===== config.mk =====
export PLATFORM = sky130hd
export DESIGN_NAME = best_fit_range_allocator_flat
export DESIGN_NICKNAME = d
export VERILOG_FILES = /design/src/hdl/brfa_pkg.sv /design/src/hdl/brfa_ifs.sv /design/src/hdl/best_fit_range_allocator.sv /design/src/flat_wrapper.sv
export SDC_FILE = /design/constraint.sdc
export NUM_CORES = 2
export LEC_CHECK = 0
export BUFFER_PORTS_ARGS = -buffer_cell sky130_fd_sc_hd__buf_2
export CORE_UTILIZATION = 45
export DETAILED_ROUTE_END_ITERATION = 16
export PLACE_DENSITY = 0.61
export REMOVE_ABC_BUFFERS = 1
export SYNTH_ARGS = -nofsm -noshare
export SYNTH_HDL_FRONTEND = slang
export SYNTH_SLANG_ARGS = --single-unit

===== constraint.sdc =====
create_clock -name i_clk -period 8.25 [get_ports i_clk]
set_input_delay 1.65 -clock i_clk [delete_from_list [all_inputs] [get_ports i_clk]]
set_output_delay 1.65 -clock i_clk [all_outputs]
set_load 0.1 [all_outputs]

===== src/hdl/brfa_pkg.sv =====
`default_nettype none

package brfa_pkg;

    // Fixed field widths
    localparam int OFFSET_BITS = 16;
    localparam int LEN_BITS    = OFFSET_BITS + 1;
    localparam int FREE_BITS   = 6;

    // Request modes
    localparam logic [1:0] MODE_ALLOC   = 2'd0;
    localparam logic [1:0] MODE_RELEASE = 2'd1;
    localparam logic [1:0] MODE_REINIT  = 2'd2;

    // Result status codes
    localparam logic [1:0] ST_OK    = 2'd0;
    localparam logic [1:0] ST_NOFIT = 2'd1;
    localparam logic [1:0] ST_RANGE = 2'd2;
    localparam logic [1:0] ST_FULL  = 2'd3;

    // One free block in the table
    typedef struct packed {
        logic [OFFSET_BITS-1:0] start;
        logic [LEN_BITS-1:0]    length;
    } t_entry;

endpackage

`default_nettype wire


===== src/hdl/brfa_ifs.sv =====
`default_nettype none

// Request word: mode, size and offset
interface brfa_req_if;
    logic                            valid;
    logic                            ready;
    logic [1:0]                      mode;
    logic [brfa_pkg::OFFSET_BITS-1:0] req_size;
    logic [brfa_pkg::OFFSET_BITS-1:0] req_offset;

    modport source (output valid, output mode, output req_size, output req_offset,
                    input ready);
    modport sink   (input valid, input mode, input req_size, input req_offset,
                    output ready);
endinterface

// Result word: status, granted offset and free block count
interface brfa_rsp_if;
    logic                             valid;
    logic                             ready;
    logic [1:0]                       status;
    logic [brfa_pkg::OFFSET_BITS-1:0] alloc_offset;
    logic [brfa_pkg::FREE_BITS-1:0]   free_blocks;

    modport source (output valid, output status, output alloc_offset, output free_blocks,
                    input ready);
    modport sink   (input valid, input status, input alloc_offset, input free_blocks,
                    output ready);
endinterface

// Capacity register write word
interface brfa_cfg_if;
    logic                             valid;
    logic                             ready;
    logic [brfa_pkg::OFFSET_BITS-1:0] arena_capacity;

    modport source (output valid, output arena_capacity, input ready);
    modport sink   (input valid, input arena_capacity, output ready);
endinterface

`default_nettype wire


===== src/hdl/best_fit_range_allocator.sv =====
`default_nettype none

// Best-fit allocator for a byte region, keeping a table of up to TABLE_ENTRIES free
// blocks in a table memory with a valid flag per entry. Allocate and release words of
// nonzero size that are in range walk the whole table, one entry per cycle through the
// memory read port: a first step starts the read, then each entry is read in turn, then
// the update step writes back at most one entry, and the result is registered last.
// Zero-size words, out-of-range words, unused modes and reinit skip the walk. The
// request side is ready again in the cycle the result is registered. The capacity
// register takes effect only at reinit, as reset sets the capacity to all ones; after
// reset the init state loads the first table entry before requests are taken. The
// request side is ready only while no word is in progress; a finished result waits in
// the output register and does not block the next request, but while that register
// is still held the next result waits in the sequencer and the block stays busy.
module best_fit_range_allocator #(
    parameter int TABLE_ENTRIES = 32
) (
    input  wire         i_clk,
    input  wire         i_rst_n,
    brfa_cfg_if.sink    i_cfg,
    brfa_req_if.sink    i_req,
    brfa_rsp_if.source  o_rsp
);

    localparam int OW = brfa_pkg::OFFSET_BITS;
    localparam int LW = brfa_pkg::LEN_BITS;
    localparam int IW = $clog2(TABLE_ENTRIES);
    localparam int CW = $clog2(TABLE_ENTRIES + 1);
    localparam logic [IW-1:0] LAST_IDX = IW'(TABLE_ENTRIES - 1);

    // Sequencer states
    localparam logic [2:0] S_IDLE = 3'd0;
    localparam logic [2:0] S_INIT = 3'd1;
    localparam logic [2:0] S_SCAN = 3'd2;
    localparam logic [2:0] S_UPD  = 3'd3;
    localparam logic [2:0] S_DONE = 3'd4;

    logic [2:0]                 r_state;
    logic                       r_init_res;
    logic [1:0]                 r_mode;
    logic [OW-1:0]              r_size;
    logic [OW-1:0]              r_off;
    logic [LW-1:0]              r_end;
    logic [OW-1:0]              r_cfg_cap;
    logic [OW-1:0]              r_cap;
    logic [TABLE_ENTRIES-1:0]   r_valid;
    logic [CW-1:0]              r_count;

    // Table memory
    brfa_pkg::t_entry           r_mem [TABLE_ENTRIES];
    brfa_pkg::t_entry           r_rd;

    // Scan pipeline
    logic [IW-1:0]              r_idx;
    logic                       r_issue;
    logic                       r_stg_vld;
    logic [IW-1:0]              r_stg_idx;

    // Scan findings
    logic                       r_found;
    logic [IW-1:0]              r_best_idx;
    logic [OW-1:0]              r_best_start;
    logic [LW-1:0]              r_best_len;
    logic                       r_overlap;
    logic                       r_pred;
    logic [IW-1:0]              r_pred_idx;
    logic [OW-1:0]              r_pred_start;
    logic [LW-1:0]              r_pred_len;
    logic                       r_succ;
    logic [IW-1:0]              r_succ_idx;
    logic [LW-1:0]              r_succ_len;
    logic                       r_slot;
    logic [IW-1:0]              r_slot_idx;

    // Result and output register
    logic [1:0]                 r_status;
    logic [OW-1:0]              r_grant;
    logic                       r_o_vld;
    logic [1:0]                 r_o_status;
    logic [OW-1:0]              r_o_grant;
    logic [brfa_pkg::FREE_BITS-1:0] r_o_free;

    logic                       req_acc;
    logic [2:0]                 acc_state;
    logic [1:0]                 acc_status;
    logic [LW-1:0]              acc_end;
    logic                       stg_valid;
    logic [LW-1:0]              stg_end;
    logic                       fits;
    logic                       better;
    logic [LW-1:0]              size_ext;
    logic                       mem_we;
    logic [IW-1:0]              mem_waddr;
    brfa_pkg::t_entry           mem_wdata;
    logic [1:0]                 upd_status;
    logic                       upd_clr;
    logic [IW-1:0]              upd_clr_idx;
    logic                       upd_set;
    logic                       out_free;
    logic [CW+brfa_pkg::FREE_BITS-1:0] count_ext;

    assign i_cfg.ready = 1'b1;
    assign i_req.ready = (r_state == S_IDLE);
    assign req_acc     = i_req.valid && (r_state == S_IDLE);
    assign out_free    = !r_o_vld || o_rsp.ready;
    assign size_ext    = {1'b0, r_size};
    assign count_ext   = {{brfa_pkg::FREE_BITS{1'b0}}, r_count};
    assign acc_end     = {1'b0, i_req.req_offset} + {1'b0, i_req.req_size};

    assign o_rsp.valid        = r_o_vld;
    assign o_rsp.status       = r_o_status;
    assign o_rsp.alloc_offset = r_o_grant;
    assign o_rsp.free_blocks  = r_o_free;

    // Where an accepted word goes next, and its early status
    always_comb begin
        acc_state  = S_DONE;
        acc_status = brfa_pkg::ST_OK;
        case (i_req.mode)
            brfa_pkg::MODE_ALLOC: begin
                if (i_req.req_size > r_cap) begin
                    acc_status = brfa_pkg::ST_NOFIT;
                end else if (i_req.req_size != '0) begin
                    acc_state = S_SCAN;
                end
            end
            brfa_pkg::MODE_RELEASE: begin
                if (i_req.req_size != '0) begin
                    if (acc_end > {1'b0, r_cap}) begin
                        acc_status = brfa_pkg::ST_RANGE;
                    end else begin
                        acc_state = S_SCAN;
                    end
                end
            end
            brfa_pkg::MODE_REINIT: begin
                acc_state = S_INIT;
            end
            default: begin
                acc_state = S_DONE;
            end
        endcase
    end

    // Entry under evaluation in the scan
    assign stg_valid = r_valid[r_stg_idx];
    assign stg_end   = {1'b0, r_rd.start} + r_rd.length;
    assign fits      = r_rd.length >= size_ext;
    assign better    = !r_found || (r_rd.length < r_best_len) ||
                       ((r_rd.length == r_best_len) && (r_rd.start < r_best_start));

    // Table write-back and the update decision
    always_comb begin
        mem_we      = 1'b0;
        mem_waddr   = '0;
        mem_wdata   = '{start: '0, length: {1'b0, r_cap}};
        upd_status  = brfa_pkg::ST_OK;
        upd_clr     = 1'b0;
        upd_clr_idx = '0;
        upd_set     = 1'b0;
        if (r_state == S_INIT) begin
            mem_we = 1'b1;
        end else if (r_state == S_UPD) begin
            if (r_mode == brfa_pkg::MODE_ALLOC) begin
                if (!r_found) begin
                    upd_status = brfa_pkg::ST_NOFIT;
                end else if (r_best_len > size_ext) begin
                    mem_we    = 1'b1;
                    mem_waddr = r_best_idx;
                    mem_wdata = '{start: r_best_start + r_size, length: r_best_len - size_ext};
                end else begin
                    upd_clr     = 1'b1;
                    upd_clr_idx = r_best_idx;
                end
            end else begin
                if (r_overlap) begin
                    upd_status = brfa_pkg::ST_RANGE;
                end else if (r_pred && r_succ) begin
                    mem_we      = 1'b1;
                    mem_waddr   = r_pred_idx;
                    mem_wdata   = '{start: r_pred_start,
                                    length: r_pred_len + size_ext + r_succ_len};
                    upd_clr     = 1'b1;
                    upd_clr_idx = r_succ_idx;
                end else if (r_pred) begin
                    mem_we    = 1'b1;
                    mem_waddr = r_pred_idx;
                    mem_wdata = '{start: r_pred_start, length: r_pred_len + size_ext};
                end else if (r_succ) begin
                    mem_we    = 1'b1;
                    mem_waddr = r_succ_idx;
                    mem_wdata = '{start: r_off, length: r_succ_len + size_ext};
                end else if (r_slot) begin
                    mem_we    = 1'b1;
                    mem_waddr = r_slot_idx;
                    mem_wdata = '{start: r_off, length: size_ext};
                    upd_set   = 1'b1;
                end else begin
                    upd_status = brfa_pkg::ST_FULL;
                end
            end
        end
    end

    // Free block table: one write, one registered read per cycle
    always_ff @(posedge i_clk) begin
        if (mem_we) begin
            r_mem[mem_waddr] <= mem_wdata;
        end
        r_rd <= r_mem[r_idx];
    end

    // Capacity register
    always_ff @(posedge i_clk) begin
        if (!i_rst_n) begin
            r_cfg_cap <= '1;
        end else if (i_cfg.valid) begin
            r_cfg_cap <= i_cfg.arena_capacity;
        end
    end

    // Sequencer
    always_ff @(posedge i_clk) begin
        if (!i_rst_n) begin
            r_state    <= S_INIT;
            r_init_res <= 1'b0;
            r_cap      <= '1;
            r_valid    <= '0;
            r_count    <= '0;
            r_issue    <= 1'b0;
            r_stg_vld  <= 1'b0;
            r_o_vld    <= 1'b0;
        end else begin
            // the sequencer refills the output register itself when done
            if (r_o_vld && o_rsp.ready && (r_state != S_DONE)) begin
                r_o_vld <= 1'b0;
            end
            case (r_state)
                S_IDLE: begin
                    if (req_acc) begin
                        r_mode     <= i_req.mode;
                        r_size     <= i_req.req_size;
                        r_off      <= i_req.req_offset;
                        r_end      <= acc_end;
                        r_grant    <= '0;
                        r_status   <= acc_status;
                        r_idx      <= '0;
                        r_issue    <= 1'b1;
                        r_stg_vld  <= 1'b0;
                        r_found    <= 1'b0;
                        r_overlap  <= 1'b0;
                        r_pred     <= 1'b0;
                        r_succ     <= 1'b0;
                        r_slot     <= 1'b0;
                        r_state    <= acc_state;
                        if (i_req.mode == brfa_pkg::MODE_REINIT) begin
                            r_cap      <= r_cfg_cap;
                            r_init_res <= 1'b1;
                        end
                    end
                end
                S_INIT: begin
                    // entry 0 is written by the memory port this cycle
                    r_valid    <= TABLE_ENTRIES'(r_cap != '0);
                    r_count    <= CW'(r_cap != '0);
                    r_state    <= r_init_res ? S_DONE : S_IDLE;
                end
                S_SCAN: begin
                    // issue side
                    r_stg_vld <= r_issue;
                    r_stg_idx <= r_idx;
                    if (r_issue) begin
                        if (r_idx == LAST_IDX) begin
                            r_issue <= 1'b0;
                        end else begin
                            r_idx <= r_idx + 1'b1;
                        end
                    end
                    // evaluate side
                    if (r_stg_vld) begin
                        if (r_mode == brfa_pkg::MODE_ALLOC) begin
                            if (stg_valid && fits && better) begin
                                r_found      <= 1'b1;
                                r_best_idx   <= r_stg_idx;
                                r_best_start <= r_rd.start;
                                r_best_len   <= r_rd.length;
                            end
                        end else if (stg_valid) begin
                            if (({1'b0, r_rd.start} < r_end) && ({1'b0, r_off} < stg_end)) begin
                                r_overlap <= 1'b1;
                            end
                            if (stg_end == {1'b0, r_off}) begin
                                r_pred       <= 1'b1;
                                r_pred_idx   <= r_stg_idx;
                                r_pred_start <= r_rd.start;
                                r_pred_len   <= r_rd.length;
                            end
                            if ({1'b0, r_rd.start} == r_end) begin
                                r_succ     <= 1'b1;
                                r_succ_idx <= r_stg_idx;
                                r_succ_len <= r_rd.length;
                            end
                        end else if (!r_slot) begin
                            r_slot     <= 1'b1;
                            r_slot_idx <= r_stg_idx;
                        end
                        if (r_stg_idx == LAST_IDX) begin
                            r_state <= S_UPD;
                        end
                    end
                end
                S_UPD: begin
                    r_status <= upd_status;
                    if (r_mode == brfa_pkg::MODE_ALLOC && r_found) begin
                        r_grant <= r_best_start;
                    end
                    if (upd_clr) begin
                        r_valid[upd_clr_idx] <= 1'b0;
                        r_count              <= r_count - 1'b1;
                    end
                    if (upd_set) begin
                        r_valid[r_slot_idx] <= 1'b1;
                        r_count             <= r_count + 1'b1;
                    end
                    r_stg_vld <= 1'b0;
                    r_state   <= S_DONE;
                end
                S_DONE: begin
                    // hand the result to the output register once it is free
                    if (out_free) begin
                        r_o_vld    <= 1'b1;
                        r_o_status <= r_status;
                        r_o_grant  <= r_grant;
                        r_o_free   <= count_ext[brfa_pkg::FREE_BITS-1:0];
                        r_init_res <= 1'b0;
                        r_state    <= S_IDLE;
                    end
                end
                default: begin
                    r_state <= S_IDLE;
                end
            endcase
        end
    end

    // Block count tracks the valid flags
    a_count_matches: assert property (@(posedge i_clk) disable iff (!i_rst_n)
        $countones(r_valid) == int'(r_count))
        else $error("free block count out of step with valid flags");

    // The scan pipeline only carries data while scanning
    a_stage_in_scan: assert property (@(posedge i_clk) disable iff (!i_rst_n)
        r_stg_vld |-> (r_state == S_SCAN))
        else $error("scan stage active outside the scan");

    // Only a release can end out of range
    a_range_release: assert property (@(posedge i_clk) disable iff (!i_rst_n)
        (r_state == S_DONE && r_status == brfa_pkg::ST_RANGE)
            |-> (r_mode == brfa_pkg::MODE_RELEASE))
        else $error("range status on a non-release word");

    // A grant is only given by an allocate that succeeded
    a_grant_alloc: assert property (@(posedge i_clk) disable iff (!i_rst_n)
        (r_state == S_DONE && r_grant != '0)
            |-> (r_mode == brfa_pkg::MODE_ALLOC && r_status == brfa_pkg::ST_OK))
        else $error("offset granted without a successful allocate");

endmodule

`default_nettype wire


===== src/flat_wrapper.sv =====
// flat-port wrapper written by rule: the top's interface ports become plain ports
module best_fit_range_allocator_flat 
#(
    parameter int TABLE_ENTRIES = 32
)
  (i_clk, i_rst_n, i_cfg_valid, i_cfg_arena_capacity, i_cfg_ready, i_req_valid, i_req_mode, i_req_req_size, i_req_req_offset, i_req_ready, o_rsp_valid, o_rsp_status, o_rsp_alloc_offset, o_rsp_free_blocks, o_rsp_ready);
  brfa_cfg_if i_cfg_i ();
  brfa_req_if i_req_i ();
  brfa_rsp_if o_rsp_i ();
  input  wire i_clk;
  input  wire i_rst_n;
  input wire logic [$bits(i_cfg_i.valid)-1:0] i_cfg_valid;
  input wire logic [$bits(i_cfg_i.arena_capacity)-1:0] i_cfg_arena_capacity;
  output wire logic [$bits(i_cfg_i.ready)-1:0] i_cfg_ready;
  input wire logic [$bits(i_req_i.valid)-1:0] i_req_valid;
  input wire logic [$bits(i_req_i.mode)-1:0] i_req_mode;
  input wire logic [$bits(i_req_i.req_size)-1:0] i_req_req_size;
  input wire logic [$bits(i_req_i.req_offset)-1:0] i_req_req_offset;
  output wire logic [$bits(i_req_i.ready)-1:0] i_req_ready;
  output wire logic [$bits(o_rsp_i.valid)-1:0] o_rsp_valid;
  output wire logic [$bits(o_rsp_i.status)-1:0] o_rsp_status;
  output wire logic [$bits(o_rsp_i.alloc_offset)-1:0] o_rsp_alloc_offset;
  output wire logic [$bits(o_rsp_i.free_blocks)-1:0] o_rsp_free_blocks;
  input wire logic [$bits(o_rsp_i.ready)-1:0] o_rsp_ready;
  assign i_cfg_i.valid = i_cfg_valid;
  assign i_cfg_i.arena_capacity = i_cfg_arena_capacity;
  assign i_cfg_ready = i_cfg_i.ready;
  assign i_req_i.valid = i_req_valid;
  assign i_req_i.mode = i_req_mode;
  assign i_req_i.req_size = i_req_req_size;
  assign i_req_i.req_offset = i_req_req_offset;
  assign i_req_ready = i_req_i.ready;
  assign o_rsp_valid = o_rsp_i.valid;
  assign o_rsp_status = o_rsp_i.status;
  assign o_rsp_alloc_offset = o_rsp_i.alloc_offset;
  assign o_rsp_free_blocks = o_rsp_i.free_blocks;
  assign o_rsp_i.ready = o_rsp_ready;
  best_fit_range_allocator #(.TABLE_ENTRIES(TABLE_ENTRIES)) u_core (.i_clk(i_clk), .i_rst_n(i_rst_n), .i_cfg(i_cfg_i), .i_req(i_req_i), .o_rsp(o_rsp_i));
endmodule

; ---- Word-level counts from Yosys, hierarchy flattened
; Memories as Yosys holds them, arrays and structs flattened. A register that Yosys moved wholly into a read port is not among the register bits.
; Cells that the tools add are included.
[classes]
mux = 135
n_div = 0
eq_ne = 29
n_bitwise = 6
n_reduce_logical = 47
addsub = 10
shifts = 0
mul = 0
order_cmp = 13
[op_table]
columns = op, n
row1 = 2-to-1 mux 33 bit, 10
row2 = 2-to-1 mux 32 bit, 4
row3 = 2-to-1 mux 5 bit, 20
row4 = case mux 32 bit (2 select lines), 1
row5 = 2-to-1 mux 1 bit, 59
row6 = adder 17 x 16 -> 17 bit, 2
row7 = greater-than comparator 17 x 16 -> 1 bit, 2
row8 = less-than comparator 16 x 17 -> 1 bit, 2
row9 = bitwise AND 32 bit, 1
row10 = 2-to-1 mux 16 bit, 2
row11 = inverter 32 bit, 1
row12 = OR 32 bit, 1
row13 = case mux 16 bit (2 select lines), 1
row14 = nonzero test 16 bit, 2
row15 = AND reduction 6 bit, 5
row16 = 2-to-1 mux 3 bit, 9
row17 = "inequality test 2 x 1 -> 1 bit, second input constant", 12
row18 = AND reduction 7 bit, 3
row19 = 2-to-1 mux 2 bit, 10
row20 = "less-than comparator 5 x 6 -> 1 bit, second input constant", 3
row21 = adder 16 x 16 -> 17 bit, 1
row22 = adder 16 x 17 -> 17 bit, 1
row23 = adder 17 bit, 1
row24 = equality test 16 x 17 -> 1 bit, 1
row25 = other kinds (43), 86
[word_totals]
register_bits = 288
memories = 1
out_inout_bits = 27
latch_bits = 0
romBits = 0
wordCells = 275
ramBits = 1056
[mem_list]
columns = memory, words, word_bits, rd, rd_clocked_by_memory_dff, write_ports, line
row1 = u_core.r_mem, 32, 33, 1, 1, 1, best_fit_range_allocator.sv:50  ; brfa_pkg::t_entry r_mem [TABLE_ENTRIES];

; ---- Longest topological paths before layout
[logic_depth]
word_depth = 18
depth_mapped = 20
depth_no_buf = 20

; ---- Worst setup path after synthesis
; No wires, ideal clock.
[synth_timing]
path_type = register to register
start = register u_core.r_rd[1] (netlist name)
end = register u_core.r_pred_idx[0], enable pin
arrival_time_ps = 6109
path_slack_ps = 1652
period_less_slack_ps = 6598
stages_incl_launch_ff = 17
required_time_ps = 7762
path_buffers = 0
setup_ps = 488
path_cell_list = dfxtp_1 > ha_1 > a21o_1 > a21oi_1 > nor2b_1 > o21a_1 > nor3_1 > o31ai_1 > o41ai_1 > o21ai_0 > a21oi_1 > xor2_1 > ha_1 > and4_1 > nand3_1 > nor4_1 > nor3b_1
[synth_between]
elab_chain_len = 3
[synth_rtl]
columns = element, line
row1 = adder 16 x 17 -> 17 bit, best_fit_range_allocator.sv:147  ; assign stg_end = {1'b0, r_rd.start} + r_rd.length;
row2 = equality test 17 x 16 -> 1 bit, best_fit_range_allocator.sv:292  ; if (stg_end == {1'b0, r_off}) begin
row3 = AND reduction 6 bit (no source line), --
row4 = end signal: assignment, best_fit_range_allocator.sv:294  ; r_pred_idx <= r_stg_idx;
row5 = end: declaration, best_fit_range_allocator.sv:66  ; logic [IW-1:0] r_pred_idx;
; Every way passes these cells.
; A chain may end at the register's enable or synchronous reset.

; ---- Worst setup path after layout
[layout_timing]
start = register u_core.r_size[1]
end = memory u_core.r_mem[20][3] (netlist bit), enable pin
[layout_between]
elab_chain_len = 8
word_cells_on_any_way = 13
cone_classes = order compare (1) / mux (12)
[layout_rtl]
columns = element, line
row1 = start: declaration, best_fit_range_allocator.sv:41  ; logic [OW-1:0] r_size;
row2 = start signal: assignment, best_fit_range_allocator.sv:242  ; r_size <= i_req.req_size;
row3 = greater-than comparator 17 x 16 -> 1 bit (*), best_fit_range_allocator.sv:167  ; end else if (r_best_len > size_ext) begin
row4 = 2-to-1 mux 1 bit, best_fit_range_allocator.sv:167
row5 = 2-to-1 mux 1 bit, best_fit_range_allocator.sv:165  ; if (!r_found) begin
row6 = 2-to-1 mux 1 bit, best_fit_range_allocator.sv:164  ; if (r_mode == brfa_pkg::MODE_ALLOC) begin
row7 = 2-to-1 mux 1 bit, best_fit_range_allocator.sv:163  ; end else if (r_state == S_UPD) begin
row8 = 2-to-1 mux 1 bit, best_fit_range_allocator.sv:161  ; if (r_state == S_INIT) begin
row9 = 2-to-1 mux 1 bit, best_fit_range_allocator.sv:207  ; if (mem_we) begin
row10 = 2-to-1 mux 1 bit (implied by the code), best_fit_range_allocator.sv:208  ; r_mem[mem_waddr] <= mem_wdata;
row11 = end: declaration, best_fit_range_allocator.sv:50
; Mark *: on every way between the ends. The rest lies on a longest branch, timed or not.

==> summary.md <==
| Metric | Value |
|---|---|
| Status | completed |
| Worst hold path startpoint | u_core.r_grant[2]$_SDFFCE_PN0P_ |
| Starting density of the core | 45.6% |
| #FFs+latches synth | 1377 |
| Cell Pwr Density | 222 nW/um^2 |
| VDD IR max | 0.182 mV |
| Final period util | 72.8% |
| Crit start category | flip-flop |
| CTS tree | yes |
| Main synth FF type | edfxtp_1 |
| Unique cell type count in the Yosys netlist | 82 |
| Synth warn | 0 |
| Worst-case clock buffer depth | 3 |
| Max-slew violations | 0 |
| Top cells by area, synth | edfxtp_1 (63%), mux4_2 (13%), ha_1 (4.8%), dfxtp_1 (3.7%), a21oi_1 (1.2%) |
| GR Util All Layers | ~24% |
| Wirelength per Cell | 29.1 um |
| Synth Instances | around 3500 |
| Crit-path leading delay family | simple AND/OR/NAND/NOR gates |
| Worst-Skew Late Latency | 0.80 ns |
| Final worst clock skew | 0.0564 ns |
| PortBufs | 80 |
| Post-synth EDFFs | 1267 |
| R2r startpoint | u_core.r_size[1]$_DFFE_PP_ |
| # Max-Cap Violations | 0 |
| Hold Vio Cnt, Final | 0 |
| Die footprint | ~140000 um^2 |
| H-tree level count | 4 |
| CP required | roughly 8.7 ns |
| Clock transition at path regs | 0.06 ns |
| Die width | 368 um |
| Post-Route Utilization | approximately half |
| Synth top area share | between 60% and 70% |
| Crit path DAT | 6.44 ns |
| Boundary Pins | 82 |
| RSZ-0062 raised after global routing | false |
| Core Region | approximately 130000 um^2 |
| Detailed Route Iter0 Violations | 3543 |
| Routed Antenna Nets | 0 |
| Crit Path Category | reg2reg |
| Fin nets | ~4000 |
| Share of cells above drive strength 1 | 22.5% |
| Post-DP HPWL | 103000 um |
| Number of global-route vias before repair | 33800 |
| Largest area contributor in the netlist | edfxtp_1 |
| Vias per inst | 6.04 |
| Asr flop ratio synth | 0% |
| Peak Freq | 0.167 GHz |
| # setup viols final | 0 |
| CP Launch Point | u_core.r_size[1]$_DFFE_PP_ |
| Cell area after synthesis | 60300 um^2 |
| # clock sinks | between 1000 and 1500 |
| Post-Syn Area per Cell | roughly 17 um^2 |
| Final wirelength | 163000 um |
| # rows | 133 |
| CP Capture Type | flip-flop |
| Via count | 33900 |
| Tmin final | 6.00 ns |
| CP cell instances | inv_1 -> ha_1 -> nor2b_4 -> o31a_1 -> or4_4 -> nand3_2 -> a41oi_2 -> o21ai_0 -> a21oi_1 -> nor3_1 -> or4_1 -> nor2_4 -> buf_4 |
| Slew margin rel. | 8.09% |
| TritonCTS Buffers | about 150 |
| Largest net degree at the start of global routing | ~110 |
| Die height | 368 um |
| Drt first pass iters | 5 |
| Area Growth Syn to Fin | 13.6% |
| Gpl congestion | about 0.9 |
| Setup Buffers After CTS | 0 |
| Grt ovf | 0 |
| Worst-path maximum fanout | 19 |
| DRC | 0 |
| Initial antenna violation count | 7 |
| Root Buffer Master | clkbuf_16 |
| Global-route wire length before repair | 236000 um |
| Post-CTS Hold Buffers | 0 |
| Critical Path Max Stage Delay | 0.95 ns |
| Leakage power total | 24.6 nW |
| Post-synthesis sequential area ratio | 66.8% |
| Quantity of gates resized following cts | 0 |
| Setup total negative slack | 0 ns |
| Worst hold path class | reg2reg |
| Crit path buf inv count | 2 |
| Critical-path top delay cell | nor2_4 |
| Worst slew pin tran | 1.38 ns |
==> area by class of cell <==
| class | instances | area [um^2] |
|---|---|---|
| Multi-Input combinational cell | 1910 | 19400 |
| Fill cell | 10700 | 63700 |
| Sequential cell | 1377 | 40200 |
| Clock buffer | 194 | 4060 |
| Antenna cell | 2 | 5.00 |
| Inverter | 126 | 473 |
| Tap cell | 1755 | 2200 |
| Timing Repair Buffer | 163 | 1090 |
| Clock inverter | 76 | 953 |
==> final timing paths <==
path,end,slack (ns),cells past startpoint
max,u_core.r_mem[20][3]$_DFFE_PP_,2.25,13
min,u_core.o_rsp.alloc_offset[2]$_DFFE_PP_,0.43,0
max reg2reg,u_core.r_mem[20][3]$_DFFE_PP_,2.25,13
min reg2reg,u_core.o_rsp.alloc_offset[2]$_DFFE_PP_,0.43,0
==> flip-flops by register name (all words and copies together) (netlist names), 6 cells and up <==
register	cells
u_core.r_cfg_cap	16
u_core.r_off	16
u_core.r_valid	32
u_core.r_grant	16
u_core.r_end	17
u_core.r_size	16
u_core.r_best_len	17
u_core.r_mem	1056
u_core.r_count	6
u_core.r_best_start	16
u_core.r_pred_len	17
u_core.o_rsp.free_blocks	6
u_core.r_rd	33
u_core.o_rsp.alloc_offset	16
u_core.r_succ_len	17
u_core.r_cap	16
u_core.r_pred_start	16
==> metal layers <==
| metal | track usage [%] | vias up | share of wire [%] |
|---|---|---|---|
| met1 | 35.4 | 17800 | 44 |
| met2 | 37.7 | 1196 | 47 |
| li1 | - | 14700 | - |
| met3 | 3.65 | 215 | 6.5 |
| met5 | 0 | - | 0 |
| met4 | 6.99 | 0 | 2.5 |
==> placed cells by master (no fill, tap or decap), types with 13 or more instances in the layout <==
cell type / count
edfxtp_1: 1267
mux4_2: 347
ha_1: 229
nand2_1: 162
clkbuf_16: 153
a21oi_1: 146
inv_1: 124
nor2_1: 119
dfxtp_1: 110
o21ai_0: 108
buf_2: 80
buf_4: 78
xnor2_1: 62
nand3_1: 55
o211ai_1: 48
nor3_1: 47
mux2_2: 47
a21o_1: 44
xor2_1: 40
nor2b_1: 38
mux2i_1: 33
clkbuf_1: 33
nor2_4: 27
clkinv_2: 26
nand4_1: 23
nand2b_1: 22
a22oi_1: 22
o21a_1: 22
clkinv_1: 21
o21bai_1: 19
o22ai_1: 17
nor2_2: 14
a211oi_1: 14
nor4_1: 14
bufinv_16: 14
a31oi_1: 13
==> per-stage QoR <==
step / setup slack [ns] / instances / instance area [um^2] / power, mW / hold slack [ns]
detailed placement: 2.19 / 5330 / 63400 / 8.55 / 0.410
finish: 2.25 / 5603 / 68400 / 15.2 / 0.430
CTS: 2.21 / 5600 / 68400 / 15.3 / 0.424
global route: 2.15 / 5601 / 68400 / 15.6 / 0.434
global placement: 2.14 / 5330 / 63400 / 8.55 / 0.404
floorplan: -3.50 / 3413 / 59700 / 8.32 / 0.400
==> logic make-up after synthesis <==
family / synth area share (%)
fa+ha+maj: 5.02
simple gates: 4.64
flops: 66.8
buf+inv: 1.66
compound gates: 5.96
xor+xnor: 1.52
mux: 14.4
other cells: 0.00622
==> report_power, final <==
group	total, mW	switching [mW]	internal [mW]
sequential	7.68	0.0507	7.63
clock	6.77	2.82	3.96
combinational	0.723	0.452	0.272
==> cell usage after synthesis (55+ instances only) <==
library cell  count
o21ai_0         112
ha_1            229
nor2_1          159
edfxtp_1       1267
nand2_1         163
mux4_2          347
clkbuf_1        100
a21oi_1         149
inv_1           124
dfxtp_1         110
nand3_1          55
xnor2_1          62
nor3_1           55
No activity file was read; power rests on OpenSTA's default activity.
